===== src/rtl/dhc_pkg.sv =====
package dhc_pkg;

    localparam int MAX_ENTRIES = 16;
    localparam int IDX_W       = $clog2(MAX_ENTRIES);
    localparam int COMP_W      = 13;
    localparam int FB          = 12;
    localparam int FRAC_W      = 17;
    localparam int DIV_STAGES  = 17;

    localparam logic [COMP_W-1:0] COMP_ONE = 13'd4096;

    localparam logic [2:0] OP_MAP   = 3'd0;
    localparam logic [2:0] OP_HUE   = 3'd1;
    localparam logic [2:0] OP_SAT   = 3'd2;
    localparam logic [2:0] OP_VAL   = 3'd3;
    localparam logic [2:0] OP_ALPHA = 3'd4;

    localparam logic [1:0] MODE_INTERP = 2'd0;
    localparam logic [1:0] MODE_LOW    = 2'd1;
    localparam logic [1:0] MODE_HIGH   = 2'd2;
    localparam logic [1:0] MODE_MID    = 2'd3;

    localparam logic [1:0] CFG_LOW   = 2'd0;
    localparam logic [1:0] CFG_HIGH  = 2'd1;
    localparam logic [1:0] CFG_COUNT = 2'd2;

    typedef struct packed {
        logic       vld;
        logic       is_map;
        logic       status;
        logic [1:0] mode;
    } ctl_t;

    typedef struct packed {
        logic [COMP_W-1:0] h;
        logic [COMP_W-1:0] s;
        logic [COMP_W-1:0] v;
        logic [COMP_W-1:0] a;
    } comp4_t;

    typedef struct packed {
        logic              we;
        logic [2:0]        op;
        logic [IDX_W-1:0]  idx;
        logic [COMP_W-1:0] data;
    } tab_wr_t;

    typedef logic [MAX_ENTRIES-1:0][COMP_W-1:0] comp_tab_t;

    // ramp from two thirds down to zero, rounded to nearest; entry 15 first
    localparam comp_tab_t HUE_INIT = {
        13'd0,    13'd182,  13'd364,  13'd546,
        13'd728,  13'd910,  13'd1092, 13'd1274,
        13'd1457, 13'd1639, 13'd1821, 13'd2003,
        13'd2185, 13'd2367, 13'd2549, 13'd2731
    };

endpackage


===== src/rtl/dhc_tables.sv =====
module dhc_tables (
    input  logic                        aclk,
    input  logic                        aresetn,
    input  logic                        adv,
    input  dhc_pkg::tab_wr_t            wr,
    input  logic [dhc_pkg::IDX_W-1:0]   addr_a,
    input  logic [dhc_pkg::IDX_W-1:0]   addr_b,
    output dhc_pkg::comp4_t             rd_a_reg,
    output dhc_pkg::comp4_t             rd_b_reg
);
    import dhc_pkg::*;

    logic [COMP_W-1:0] hue_mem   [MAX_ENTRIES];
    logic [COMP_W-1:0] sat_mem   [MAX_ENTRIES];
    logic [COMP_W-1:0] val_mem   [MAX_ENTRIES];
    logic [COMP_W-1:0] alpha_mem [MAX_ENTRIES];

    logic [MAX_ENTRIES-1:0] hue_vld_reg;
    logic [MAX_ENTRIES-1:0] sat_vld_reg;
    logic [MAX_ENTRIES-1:0] val_vld_reg;
    logic [MAX_ENTRIES-1:0] alpha_vld_reg;

    always_ff @(posedge aclk) begin
        if (wr.we) begin
            unique case (wr.op)
                OP_HUE:   hue_mem[wr.idx]   <= wr.data;
                OP_SAT:   sat_mem[wr.idx]   <= wr.data;
                OP_VAL:   val_mem[wr.idx]   <= wr.data;
                OP_ALPHA: alpha_mem[wr.idx] <= wr.data;
                default: ;
            endcase
        end
    end

    always_ff @(posedge aclk) begin
        if (!aresetn) begin
            hue_vld_reg   <= '0;
            sat_vld_reg   <= '0;
            val_vld_reg   <= '0;
            alpha_vld_reg <= '0;
        end else if (wr.we) begin
            unique case (wr.op)
                OP_HUE:   hue_vld_reg[wr.idx]   <= 1'b1;
                OP_SAT:   sat_vld_reg[wr.idx]   <= 1'b1;
                OP_VAL:   val_vld_reg[wr.idx]   <= 1'b1;
                OP_ALPHA: alpha_vld_reg[wr.idx] <= 1'b1;
                default: ;
            endcase
        end
    end

    // unwritten entries read their reset contents
    always_ff @(posedge aclk) begin
        if (adv) begin
            rd_a_reg.h <= hue_vld_reg[addr_a]   ? hue_mem[addr_a]   : HUE_INIT[addr_a];
            rd_a_reg.s <= sat_vld_reg[addr_a]   ? sat_mem[addr_a]   : COMP_ONE;
            rd_a_reg.v <= val_vld_reg[addr_a]   ? val_mem[addr_a]   : COMP_ONE;
            rd_a_reg.a <= alpha_vld_reg[addr_a] ? alpha_mem[addr_a] : COMP_ONE;
            rd_b_reg.h <= hue_vld_reg[addr_b]   ? hue_mem[addr_b]   : HUE_INIT[addr_b];
            rd_b_reg.s <= sat_vld_reg[addr_b]   ? sat_mem[addr_b]   : COMP_ONE;
            rd_b_reg.v <= val_vld_reg[addr_b]   ? val_mem[addr_b]   : COMP_ONE;
            rd_b_reg.a <= alpha_vld_reg[addr_b] ? alpha_mem[addr_b] : COMP_ONE;
        end
    end

endmodule


===== config.mk =====
export PLATFORM = sky130hd
export DESIGN_NAME = dhc_tables
export DESIGN_NICKNAME = d
export VERILOG_FILES = /design/src/rtl/dhc_pkg.sv /design/src/rtl/dhc_tables.sv
export SDC_FILE = /design/constraint.sdc
export NUM_CORES = 1
export LEC_CHECK = 0
export BUFFER_PORTS_ARGS = -buffer_cell sky130_fd_sc_hd__buf_4
export CAP_MARGIN = 0
export CORE_AREA = 2 2 291 293
export DETAILED_ROUTE_END_ITERATION = 12
export DIE_AREA = 0 0 293 295
export GPL_TIMING_DRIVEN = 0
export MAX_ROUTING_LAYER = met4
export PLACE_DENSITY = 0.71
export RECOVER_POWER = 100
export SLEW_MARGIN = 0
export SYNTH_ARGS = -nofsm -noshare
export SYNTH_HDL_FRONTEND = slang
export SYNTH_SLANG_ARGS = --single-unit
export TNS_END_PERCENT = 10

===== constraint.sdc =====
create_clock -name aclk -period 4.8 [get_ports aclk]
set_input_delay 0.24 -clock aclk [delete_from_list [all_inputs] [get_ports aclk]]
set_output_delay 0.24 -clock aclk [all_outputs]
set_load 0.02 [all_outputs]

==> flow_metrics.py <==
metrics = {
    "drt": {
        "ant_nets": 0,
        "wl_per_cell_microns": 41.5,
        "vias": 27606,
        "dr.pass1.iters": 6,
        "drc": 0,
        "drt-total-wl_microns": 155000,
        "viasPerCell": 7.38,
        "drtIter0Drc": 4808,
    },
    "synth": {
        "synthArstFlopShare_pct": 0,
        "netlist_instances": 2256,
        "syn_nets": 2300,
        "synthFlopType": "edfxtp_1",
        "synth.yosys.seq_area_share_pct": 64.8,
        "synth_warnings": 0,
        "synth-seq-cells": 1000,
        "synth_edf_count": 936,
        "netlist_area_sq_um": 45400,
        "avgSynthCellArea_sq_um": 20.1,
        "synth_cell_type_count": 53,
    },
    "timing": {
        "period_share_pct": 95.9,
        "hold_violations": 0,
        "whs_ns": 0.194,
        "worstMarginPinSlew_ns": 3.47,
        "rsz0062_at_grt": "no",
        "relSlewSlack_pct": -131,
        "setup_viol": 0,
        "finalSetupTns_ns": 0,
        "final_max_slew_viol_count": 987,
        "finClkSkew_ns": 0.0289,
        "clock.fmax_ghz": 0.217,
        "fin_crit_ns": 4.60,
    },
    "floorplan": {
        "initial_utilization_pct": 54.6,
        "chipHeight_microns": 295,
        "rows": 106,
        "fp.dieArea_sq_um": 86400,
        "core_sq_um": 83200,
        "die-width_microns": 293,
        "ios": 136,
    },
    "clock_network": {
        "clkLatencyLatePin_ns": 0.69,
        "cts_tree": "built",
        "root_buffer": "clkbuf_16",
        "cts_made_buffers": 103,
        "ctsResizeCount": 0,
        "htree_levels": 3,
        "hold_buffers": 0,
        "clk_path_buf_depth": 3,
        "cts.clk_slew.worst_paths_ns": 0.06,
        "cts_setup_buffers": 0,
        "cts_sinks": 1000,
    },
    "final_layout": {
        "post-route-util_pct": 61.5,
        "fillerInstances": 5810,
        "syn_to_final_growth_pct": 12.6,
        "final_common_cell": "edfxtp_1",
        "seq_area_sq_um": 29400,
        "multiInputGateArea_sq_um": 15000,
        "nets": 2607,
        "layout_common_cells": "edfxtp_1, mux4_2, clkbuf_1",
        "layout-drive-gt1-share_pct": 29.8,
    },
    "place": {
        "place.gp.congestion": 1.02,
        "io_buffers": 132,
        "place.detailed.hpwl_microns": 104000,
    },
    "worst_setup_path": {
        "crit_fanout": 10,
        "crit_top_cell": "clkbuf_1",
        "crit_path_end_kind": "register",
        "cp_slowest_stage_delay_ns": 1.13,
        "worstPathRequired_ns": 5.21,
        "cp_cell_sequence": "buf_4 > clkbuf_1 > clkbuf_1 > clkbuf_1 > clkbuf_1 > clkbuf_1 > nand2_1 > a311oi_1",
        "start_kind": "primary input",
        "crit_type": "in -> reg",
        "worstPathArrival_ns": 5.01,
        "crit_slowest_cell": "clkbuf_1",
    },
    "global_route": {
        "grt_overflow": 0,
        "track_usage_pct": 37.7,
        "grt_pass1_wl_microns": 213000,
        "antenna_found_initial": 5,
        "grt_max_degree": 105,
        "first_global_vias": 27460,
    },
    "pwr": {
        "finalPower_mw": 19.7,
        "leakage_nw": 16.3,
        "power.density_nw_per_um2": 385,
        "ir_drop_uv": 291,
    },
    "job": {
        "maxCapViolations": 19,
    },
    "run_status": {
        "status": "finished with violations",
        "violations": "capacitance limit, slew limit",
    },
    "hold_path": {
        "hold_path.class": "in -> reg",
    },
}
-- layer usage --
metal	GRT usage [%]	share of wire (%)	vias up
li1	-	-	10244
met1	47.0	34	14363
met2	55.3	45	2446
met3	12.8	15	553
met4	20.0	6.8	0
met5	-	0	-
-- where the power goes --
group          internal [mW]  leakage [nW]  switching [mW]
clock                   4.94          1.71            3.46
combinational          0.574          5.52            1.04
sequential              9.63          9.06          0.0258
total                   15.2          16.3            4.53
-- final cells by class --
type / count / area share (%)
flip-flops and latches: 1000 / 57.5
plain buffers: 165 / 1.75
clock inverters: 70 / 1.56
inverters: 10 / 0.0735
well taps: 1080 / 2.64
repair buffers: 202 / 1.67
multi-input cells: 1081 / 29.4
diodes: 10 / 0.0490
clock buffers: 122 / 5.31
-- cells in the mapped netlist (18+ instances only) --
cell type    n  area share, %
nor2b_1     56           0.77
buf_4       22           0.36
mux2i_1     46            1.0
clkbuf_1    53           0.44
mux4_2     490             24
o31ai_1     18           0.30
o21a_1      65            1.1
dfxtp_1     64            2.8
nand3_1     30           0.33
edfxtp_1   936             62
nand2_1    108           0.89
mux2_2      24           0.60
o21ai_0     24           0.26
a211oi_1    31           0.51
nor2_1      81           0.67
buf_2       63           0.69
-- metrics by stage --
step	instances	worst slack (ns)	instance area [sq um]
final	3740	0.197	51100
after global placement	3468	0.421	47700
after detailed placement	3535	0.387	49000
after CTS	3727	1.06	52500
after global routing	3736	0.413	51100
after floorplan	2256	2.14	45400
-- worst paths after layout --
check | start | endpoint | slack [ns] | cells past startpoint
setup / recovery | addr_a[1] | rd_a_reg[29] | 0.20 | 8
hold / removal | addr_a[3] | rd_a_reg[47] | 0.19 | 5
setup reg to reg | val_vld_reg[5] | rd_b_reg[13] | 1.63 | 6
hold reg to reg | val_vld_reg[9] | val_vld_reg[9] | 0.49 | 1
-- critical path: cells and delay by family --
| family | cells | cell delay (ns) |
|---|---|---|
| AO/OA/AOI/OAI | 1 | 0.56 |
| buffers and inverters | 6 | 4.06 |
| AND/OR/NAND/NOR | 1 | 0.12 |
-- cell families (layout without fill, tap and decap cells) --
| family | count (synthesis) | in the layout | synth area share [%] |
|---|---|---|---|
| AOI/OAI and AO/OA | 181 | 181 | 2.78 |
| xor gates and xnor gates | 1 | 1 | 0.0193 |
| adders and majority gates | 12 | 12 | 0.331 |
| buffers and inverters | 175 | 569 | 2.05 |
| DFF | 1000 | 1000 | 64.8 |
| muxes | 579 | 579 | 26.9 |
| other | 0 | 10 | 0 |
| and+or+nand+nor | 308 | 308 | 3.12 |
Power figures use the tool's default switching activity.
