### config.mk
export PLATFORM = sky130hd
export DESIGN_NAME = dhc_div
export DESIGN_NICKNAME = d
export VERILOG_FILES = /design/src/rtl/dhc_pkg.sv /design/src/rtl/dhc_div.sv
export SDC_FILE = /design/constraint.sdc
export NUM_CORES = 1
export LEC_CHECK = 0
export ABC_AREA = 1
export BUFFER_PORTS_ARGS = -buffer_cell sky130_fd_sc_hd__buf_2
export CAP_MARGIN = 10
export CORE_MARGIN = 3
export CORE_UTILIZATION = 40
export CTS_BUF_LIST = sky130_fd_sc_hd__clkbuf_4 sky130_fd_sc_hd__clkbuf_8 sky130_fd_sc_hd__clkbuf_16
export DETAILED_ROUTE_END_ITERATION = 8
export GPL_TIMING_DRIVEN = 0
export SLEW_MARGIN = 20
export SYNTH_ARGS = -nofsm -noshare
export SYNTH_HDL_FRONTEND = slang
export SYNTH_SLANG_ARGS = --single-unit
### constraint.sdc
create_clock -name aclk -period 21.9 [get_ports aclk]
set_input_delay 3.285 -clock aclk [delete_from_list [all_inputs] [get_ports aclk]]
set_output_delay 3.285 -clock aclk [all_outputs]
set_load 0.02 [all_outputs]
### src/rtl/dhc_pkg.sv
package dhc_pkg;

    localparam int MAX_ENTRIES = 16;
    localparam int IDX_W       = $clog2(MAX_ENTRIES);
    localparam int COMP_W      = 13;
    localparam int FB          = 12;
    localparam int FRAC_W      = 17;
    localparam int DIV_STAGES  = 17;

    localparam logic [COMP_W-1:0] COMP_ONE = 13'd4096;

    localparam logic [2:0] OP_MAP   = 3'd0;
    localparam logic [2:0] OP_HUE   = 3'd1;
    localparam logic [2:0] OP_SAT   = 3'd2;
    localparam logic [2:0] OP_VAL   = 3'd3;
    localparam logic [2:0] OP_ALPHA = 3'd4;

    localparam logic [1:0] MODE_INTERP = 2'd0;
    localparam logic [1:0] MODE_LOW    = 2'd1;
    localparam logic [1:0] MODE_HIGH   = 2'd2;
    localparam logic [1:0] MODE_MID    = 2'd3;

    localparam logic [1:0] CFG_LOW   = 2'd0;
    localparam logic [1:0] CFG_HIGH  = 2'd1;
    localparam logic [1:0] CFG_COUNT = 2'd2;

    typedef struct packed {
        logic       vld;
        logic       is_map;
        logic       status;
        logic [1:0] mode;
    } ctl_t;

    typedef struct packed {
        logic [COMP_W-1:0] h;
        logic [COMP_W-1:0] s;
        logic [COMP_W-1:0] v;
        logic [COMP_W-1:0] a;
    } comp4_t;

    typedef struct packed {
        logic              we;
        logic [2:0]        op;
        logic [IDX_W-1:0]  idx;
        logic [COMP_W-1:0] data;
    } tab_wr_t;

    typedef logic [MAX_ENTRIES-1:0][COMP_W-1:0] comp_tab_t;

    // ramp from two thirds down to zero, rounded to nearest; entry 15 first
    localparam comp_tab_t HUE_INIT = {
        13'd0,    13'd182,  13'd364,  13'd546,
        13'd728,  13'd910,  13'd1092, 13'd1274,
        13'd1457, 13'd1639, 13'd1821, 13'd2003,
        13'd2185, 13'd2367, 13'd2549, 13'd2731
    };

endpackage

### src/rtl/dhc_div.sv
module dhc_div (
    input  logic                   aclk,
    input  logic                   aresetn,
    input  logic                   adv,
    input  dhc_pkg::ctl_t          in_ctl,
    input  logic [15:0]            in_num,
    input  logic [15:0]            in_den,
    output dhc_pkg::ctl_t          out_ctl,
    output logic [dhc_pkg::FRAC_W-1:0] out_frac,
    output logic                   busy
);
    import dhc_pkg::*;

    ctl_t              ctl_reg [DIV_STAGES];
    logic [15:0]       r_reg   [DIV_STAGES];
    logic [FRAC_W-1:0] q_reg   [DIV_STAGES];
    logic [15:0]       d_reg   [DIV_STAGES];

    // one quotient bit per stage, restoring
    for (genvar j = 0; j < DIV_STAGES; j++) begin : g_stage
        logic [16:0]       r2;
        logic [FRAC_W-1:0] q_in;
        ctl_t              c_in;
        logic [15:0]       d_in;
        logic              qbit;
        logic [16:0]       diff;

        if (j == 0) begin : g_first
            assign r2   = {1'b0, in_num};
            assign q_in = '0;
            assign c_in = in_ctl;
            assign d_in = in_den;
        end else begin : g_rest
            assign r2   = {r_reg[j-1], 1'b0};
            assign q_in = q_reg[j-1];
            assign c_in = ctl_reg[j-1];
            assign d_in = d_reg[j-1];
        end

        assign qbit = (r2 >= {1'b0, d_in});
        assign diff = r2 - {1'b0, d_in};

        always_ff @(posedge aclk) begin
            if (!aresetn) begin
                ctl_reg[j] <= '0;
            end else if (adv) begin
                ctl_reg[j] <= c_in;
                r_reg[j]   <= qbit ? diff[15:0] : r2[15:0];
                q_reg[j]   <= {q_in[FRAC_W-2:0], qbit};
                d_reg[j]   <= d_in;
            end
        end
    end

    always_comb begin
        busy = 1'b0;
        for (int j = 0; j < DIV_STAGES; j++) begin
            busy = busy | ctl_reg[j].vld;
        end
    end

    assign out_ctl  = ctl_reg[DIV_STAGES-1];
    assign out_frac = q_reg[DIV_STAGES-1];

endmodule

==> results of run 1 <==
synthesized netlist by cell type (37+ instances only):
cell type  number
inv_1        1081
nor2_1        288
nand4_1        59
a21oi_1       134
nand3_1       416
edfxtp_1      750
nand2_1      1765
xor2_1         68
nand2_2       135
xnor2_1        44
ha_1          271
inv_2          37
power groups by stage:
| stage | Combinational, mW | Clock (mW) | Sequential (mW) |
|---|---|---|---|
| finish | 0.778 | 1.48 | 1.75 |
| global route | 0.891 | 1.58 | 1.76 |
| CTS | 0.778 | 1.53 | 1.75 |
| floorplan | 0.593 | 0 | 1.79 |
| global placement | 0.762 | 0 | 1.83 |
| detailed placement | 0.774 | 0 | 1.78 |
area by class of cell:
| type | instances | area (um^2) | share of cell area |
|---|---|---|---|
| tap | 1500 | 1880 | 0.0369 |
| sequential | 750 | 22500 | 0.443 |
| timing repair buffer | 69 | 495 | 0.00974 |
| inverter | 1118 | 4200 | 0.0826 |
| clock inverter | 52 | 643 | 0.0126 |
| clock buffer | 101 | 2280 | 0.0448 |
| multi-input combinational | 3423 | 18200 | 0.357 |
| buffer | 72 | 708 | 0.0139 |
kinds of logic after synthesis:
kind of cell	after synthesis
buf+inv	1190
compound gates	181
flops	750
fa+ha+maj	287
simple gates	2843
xor+xnor	112
worst paths after layout:
check	to	slack, ns	depth (start not counted)
max	r_reg[0][122]	15.92	8
min	q_reg[0][284]	0.40	0
max reg2reg	r_reg[0][158]	19.48	12
min reg2reg	q_reg[0][284]	0.40	0
per-layer routing:
metal,global-route usage,routed length (um)
met5,0,13
met3,0.0246,5360
met2,0.274,45800
met1,0.257,50400
met4,0.0485,2280
==> out/results.tsv, run 1 <==
stage	metric	value	unit
worst_hold_path	min_path_type	flip-flop to flip-flop	
power	intPower	2.85	mW
clocking	cts.path.max_buffers	3	
power	power_density	78.6	nW/um^2
routing	route.detailed.drc	0	
clocking	clk_latency	0.66	ns
critical_path	critical-path-max-stage-delay	0.50	ns
finish	layout_commonest_cell	nand2_1	
place	hpwlAfterDp	79800	um
critical_path	critical_path.slowest_cell	inv_8	
timing	fin_ws	15.92	ns
critical_path	critical_path.startpoint	aresetn	
finish	design_area	50900	um^2
timing	fin_hold_ws	0.400	ns
place	preCtsSetupSlack	15.19	ns
global_routing	grt_usage	0.176	
global_routing	gr-total-overflow	0	
yosys	synth_area_leader_cell	edfxtp_1	
place	io_buffers	62	
clocking	ctsResizeCount	0	
timing	fmax	0.167	GHz
finish	fin_util	0.451	
critical_path	crit_fanout	105	
timing	fin_crit	5.98	ns
status	status	finished, final reports clean	
power	power.net_switching	1.15	mW
critical_path	timing.rr.start	r_reg[0][140]	
yosys	synth_xor_area_frac	0.0215	
yosys	synthAdderAreaFrac	0.0814	
yosys	ys_warn_count	0	
clocking	cts_setup_buffers	0	
power	p_leak	25.0	nW
global_routing	grt_pass1_vias	31300	
yosys	avgSynthCellArea	8.50	um^2
global_routing	grt_max_degree	112	
finish	nNetsFinal	5847	
yosys	synth_nets	5690	
finish	num_antenna_cells	0	
yosys	synthMuxAreaShare	0	
yosys	netlist_area	45600	um^2
worst_hold_path	min_from	q_reg[0][266]	
floorplanning	initial_utilization	0.404	
flow_run	cap_violations	0	
power	pwr-share-comb	0.194	
yosys	synthSimpleGateAreaFrac	0.273	
place	gp_congestion	0.888	
power	p_sw_frac	0.288	
critical_path	cp.arrival	6.27	ns
routing	drt-vias-per-instance	4.66	
yosys	ys_types	41	
clocking	cts_buffers	86	
finish	area_delta_synth_final	11.7	%
finish	fin_cells	7085	
timing	clock_skew	0.0348	ns
routing	routed_wl	104000	um
clocking	cts.htree.levels	3	
floorplanning	die_area	118000	um^2
critical_path	critPathLaunchType	primary input	
critical_path	crit_chain	buf_2, nand2_1, clkbuf_1, clkbuf_1, inv_8, buf_16, buf_16, buf_16	
timing	setup_violations	0	
clocking	cts.sinks	750	
timing	finalMaxSlewViolations	0	
floorplanning	die_width	344	um
critical_path	worstPathRequired	22.19	ns
yosys	synthFlopType	edfxtp_1	
floorplanning	rows	123	
power	irDropWorstVdd	0.0552	mV
timing	fin_crit_sh	0.273	
critical_path	crit_buf_inv	7	
finish	layout_common_cells	1764 x nand2_1, 1080 x inv_1, 750 x edfxtp_1	
power	seqPwrFrac	0.437	
routing	drtIter0Drc	2506	
yosys	syn_inst	5363	
yosys	yosys-top-cells-area	edfxtp_1 49%, nand2_1 15%, inv_1 8.9%, ha_1 7.4%, nand3_1 4.6%	
routing	num_vias	33000	
yosys	synth_edf_count	750	
critical_path	critical_path.top_delay_family	buffers and inverters	
yosys	synth_seq_cells	750	
routing	dr.pass1.iters	8	
power	power	4.00	mW
critical_path	critPathKind	primary input to flip-flop	
routing	ant_nets	0	
critical_path	cp_common_cell	buf_16	
routing	routedWlPerCell	14.6	um
global_routing	grt_pass1_wl	167000	um
place	placed_area	48000	um^2
timing	fin_tns_setup	0	ns
clocking	path_clk_slew	0.06	ns
clocking	clock-root-buffer	clkbuf_16	
clocking	cts_tree	yes	
finish	layout-drive-gt1-share	0.0962	
yosys	netlist.area_leader.share	0.494	
yosys	synthArstFlopShare	0	
timing	max_slew_margin	0.559	
yosys	synth_top_family_by_area	simple AND/OR/NAND/NOR gates	
global_routing	antenna_found_initial	2	
place	dp.cells	6932	
timing	rsz0062_at_grt	false	
floorplanning	die_y	344	um
timing	worst_pin_slew	0.661	ns
power	clockPowerShare	0.369	
yosys	synth_seq_area_share	0.494	
yosys	synth_compound_area_frac	0.0223	
finish	n_fill_cell	10900	
clocking	holdBufCountCts	0	
timing	hold_viol	0	
floorplanning	ioPinCount	63	
floorplanning	core_area	113000	um^2
critical_path	endpoint_kind	flip-flop	
No activity file was read; power rests on OpenSTA's default activity.
==> run 2, diff against run 1 <==
--- a/config.mk
+++ b/config.mk
@@ -5,7 +5,7 @@
 export SDC_FILE = /design/constraint.sdc
 export NUM_CORES = 1
 export LEC_CHECK = 0
-export ABC_AREA = 1
+export ABC_AREA = 0
 export BUFFER_PORTS_ARGS = -buffer_cell sky130_fd_sc_hd__buf_2
 export CAP_MARGIN = 10
 export CORE_MARGIN = 3
==> constraint.sdc (replaced) <==
create_clock -name aclk -period 6.2 [get_ports aclk]
set_input_delay 0.93 -clock aclk [delete_from_list [all_inputs] [get_ports aclk]]
set_output_delay 0.93 -clock aclk [all_outputs]
set_load 0.02 [all_outputs]
==> run 2 against run 1 <==
Compared with the run above: via count fell by 31%; setup slack got worse by 13 ns; first-iteration DRC count fell by 47%; die area fell by 15%; critical path depth rose by 2; sequential power rose to 3.5 times the previous value; final area fell by 14%; largest power group unchanged; synthesized cell count fell by 43%; sequential share of layout area rose by 7.2 points.
==> out/results.tsv, run 2 <==
stage	metric	value	unit	change
routing	routedWlPerCell	15.8	um	+7.8%
floorplanning	ioPinCount	63		unchanged
timing	fin_crit_sh	0.534		
timing	hold_viol	0		unchanged
critical_path	crit_fanout	10		-90%
floorplanning	initial_utilization	0.405		+0.000993
global_routing	grt_pass1_wl	117000	um	-30%
routing	num_vias	22900		-31%
clocking	holdBufCountCts	0		unchanged
yosys	netlist.area_leader.share	0.583		+0.0885
timing	clock_skew	0.0305	ns	-0.00435 ns
timing	fin_ws	2.89	ns	-13.03 ns
routing	routed_wl	71500	um	-31%
place	dp.cells	4374		-37%
place	io_buffers	60		-3.2%
finish	layout-drive-gt1-share	0.132		+0.0359
clocking	cts.sinks	750		unchanged
routing	wl_met3	2650	um	-51%
finish	layout_commonest_cell	edfxtp_1		
global_routing	grt_pass1_vias	22900		-27%
yosys	synth_nets	3363		-41%
floorplanning	die_width	317	um	-7.8%
yosys	syn_inst	3036		-43%
routing	dr.pass1.iters	5		-3
finish	area_delta_synth_final	13.2	%	
timing	fmax	0.302	GHz	
routing	drtIter0Drc	1325		-47%
yosys	ys_warn_count	0		unchanged
clocking	cts.htree.levels	3		unchanged
critical_path	critical_path.startpoint	r_reg[0][64]		
global_routing	grt_max_degree	61		-46%
place	gp_congestion	0.853		-4.0%
place	hpwlAfterDp	52200	um	-35%
yosys	avgSynthCellArea	12.7	um^2	+50%
clocking	cts_tree	yes		
finish	fin_util	0.459		+0.00746
timing	rsz0062_at_grt	false		
critical_path	critPathKind	flip-flop to flip-flop		
finish	nNetsFinal	3523		-40%
routing	top_layer_used	met4		
power	p_leak	17.7	nW	-29%
floorplanning	core_area	95400	um^2	-15%
global_routing	gr-total-overflow	0		unchanged
timing	max_slew_margin	0.478		-0.0812
yosys	yosys.cell_count.top_type	edfxtp_1		
finish	num_antenna_cells	0		unchanged
critical_path	worstPathRequired	6.63	ns	-15.56 ns
routing	route.detailed.drc	0		unchanged
clocking	cts_setup_buffers	0		unchanged
routing	drt-vias-per-instance	5.07		+8.7%
critical_path	crit_end	r_reg[0][89]		
power	power_density	307	nW/um^2	+290%
yosys	synthArstFlopShare	0		unchanged
place	placed_area	40900	um^2	-15%
flow_run	cap_violations	0		unchanged
finish	fin_cells	4529		-36%
critical_path	endpoint_kind	flip-flop		
clocking	cts.path.max_buffers	3		unchanged
clocking	cts_buffers	85		-1.2%
status	status	finished, final reports clean		
routing	ant_nets	0		unchanged
timing	worst_pin_slew	0.776	ns	+0.115 ns
clocking	clock-root-buffer	clkbuf_16		
timing	finalMaxSlewViolations	0		unchanged
yosys	synth_seq_area_share	0.583		+0.0885
critical_path	reg2reg_slack	2.89	ns	-16.59 ns
yosys	synthFlopType	edfxtp_1		
global_routing	antenna_found_initial	0		-2
timing	setup_violations	0		unchanged
routing	route.met2.wl	35400	um	-23%
finish	layout_common_cells	750 x edfxtp_1, 336 x inv_1, 271 x ha_1		
finish	n_fill_cell	8589		-22%
timing	fin_crit	3.31	ns	
routing	met1_length	31500	um	-37%
floorplanning	die_y	317	um	-7.8%
yosys	synth_seq_cells	750		unchanged
yosys	ys_top_cells_by_count	750 x edfxtp_1, 336 x inv_1, 271 x ha_1		
critical_path	r2r_cells	10		-2
clocking	ctsResizeCount	0		unchanged
finish	design_area	43800	um^2	-14%
power	irDropWorstVdd	0.185	mV	+240%
critical_path	cp.arrival	3.74	ns	-2.53 ns
yosys	synth_area_leader_cell	edfxtp_1		
yosys	yosys-top-cells-area	edfxtp_1 58%, ha_1 8.8%, mux2_2 4.1%, inv_1 3.3%, a21oi_1 2.6%		
critical_path	rr_endpoint	r_reg[0][89]		
clocking	path_clk_slew	0.06	ns	about the same
critical_path	critPathLaunchType	flip-flop		
clocking	clk_latency	0.64	ns	-0.02 ns
worst_hold_path	min_path_type	flip-flop to flip-flop		
yosys	synth_edf_count	750		unchanged
place	preCtsSetupSlack	2.30	ns	-12.89 ns
global_routing	grt_usage	0.143		-0.0331
yosys	netlist_area	38700	um^2	-15%
yosys	ys_types	88		+110%
critical_path	timing.rr.start	r_reg[0][64]		
floorplanning	rows	113		-8.1%
floorplanning	die_area	100000	um^2	-15%
-- run 2: cell types whose count changed after synthesis, sizes merged, moves of 60 or more --
cell   delta
xnor2    +60
nand3   -397
and3     +97
mux2    +154
o21ai   +111
inv     -782
nand2  -1806
nor2    -179
a21o     +79
-- run 2: where the power goes --
group | leakage [nW] | internal, mW | switching, mW
registers | 7.17 | 6.02 | 0.152
clock network | 1.42 | 3.09 | 1.99
logic | 9.07 | 1.01 | 1.17
-- run 2: cells by family after synthesis --
group / share of synthesized area
flip-flops: 0.583
adder cells (fa/ha/maj): 0.0960
XOR/XNOR: 0.0397
AO/OA/AOI/OAI: 0.111
buffers and inverters: 0.0392
AND/OR/NAND/NOR: 0.0820
multiplexers: 0.0495
-- run 2: final cells by class --
| class | count | area [um^2] | area share |
|---|---|---|---|
| Buffer | 52 | 275 | 0.00629 |
| Sequential cell | 750 | 22500 | 0.515 |
| Tap cell | 1265 | 1580 | 0.0362 |
| Clock inverter | 45 | 498 | 0.0114 |
| Clock buffer | 110 | 2350 | 0.0537 |
| Multi-Input combinational cell | 1898 | 14600 | 0.334 |
| Timing Repair Buffer | 73 | 651 | 0.0149 |
| Inverter | 336 | 1260 | 0.0288 |
-- run 2: layer usage --
metal  global-route usage  up-vias
met3               0.0273      123
met4               0.0470        0
met2                0.250      330
li1                     -    11600
met1                0.178    10900
met5                    0        -
-- run 2: how the worst min path moves through the flow --
stage                              from       endpoint  slack, ns  cells after the start
final                     q_reg[0][161]  q_reg[0][179]       0.41                      0
after CTS                 q_reg[0][161]  q_reg[0][179]       0.40                      0
after detailed placement  q_reg[0][103]  q_reg[0][121]       0.40                      0
after global routing      q_reg[0][209]  q_reg[0][227]       0.42                      0
after global placement    q_reg[0][170]  q_reg[0][188]       0.40                      0
after floorplan            q_reg[0][85]  q_reg[0][103]       0.40                      0
-- run 2: critical path, stage by stage, from the launching register on --
cell      delay [ns]
edfxtp_1        0.41
ha_1            0.32
nor2b_1         0.15
o211ai_1        0.29
nand3_1         0.17
a211oi_1        0.58
nor2_1          0.08
a211oi_1        0.31
clkbuf_1        0.52
nand2_1         0.12
o21ai_0         0.16
-- run 2: through the flow --
stage	hold WS [ns]	TNS (ns)	total power [mW]
floorplan	0.400	-22.58	7.96
global placement	0.402	-1361.64	8.46
detailed placement	0.405	0	8.47
CTS	0.404	0	13.6
global route	0.419	0	14.1
finish	0.412	0	13.4
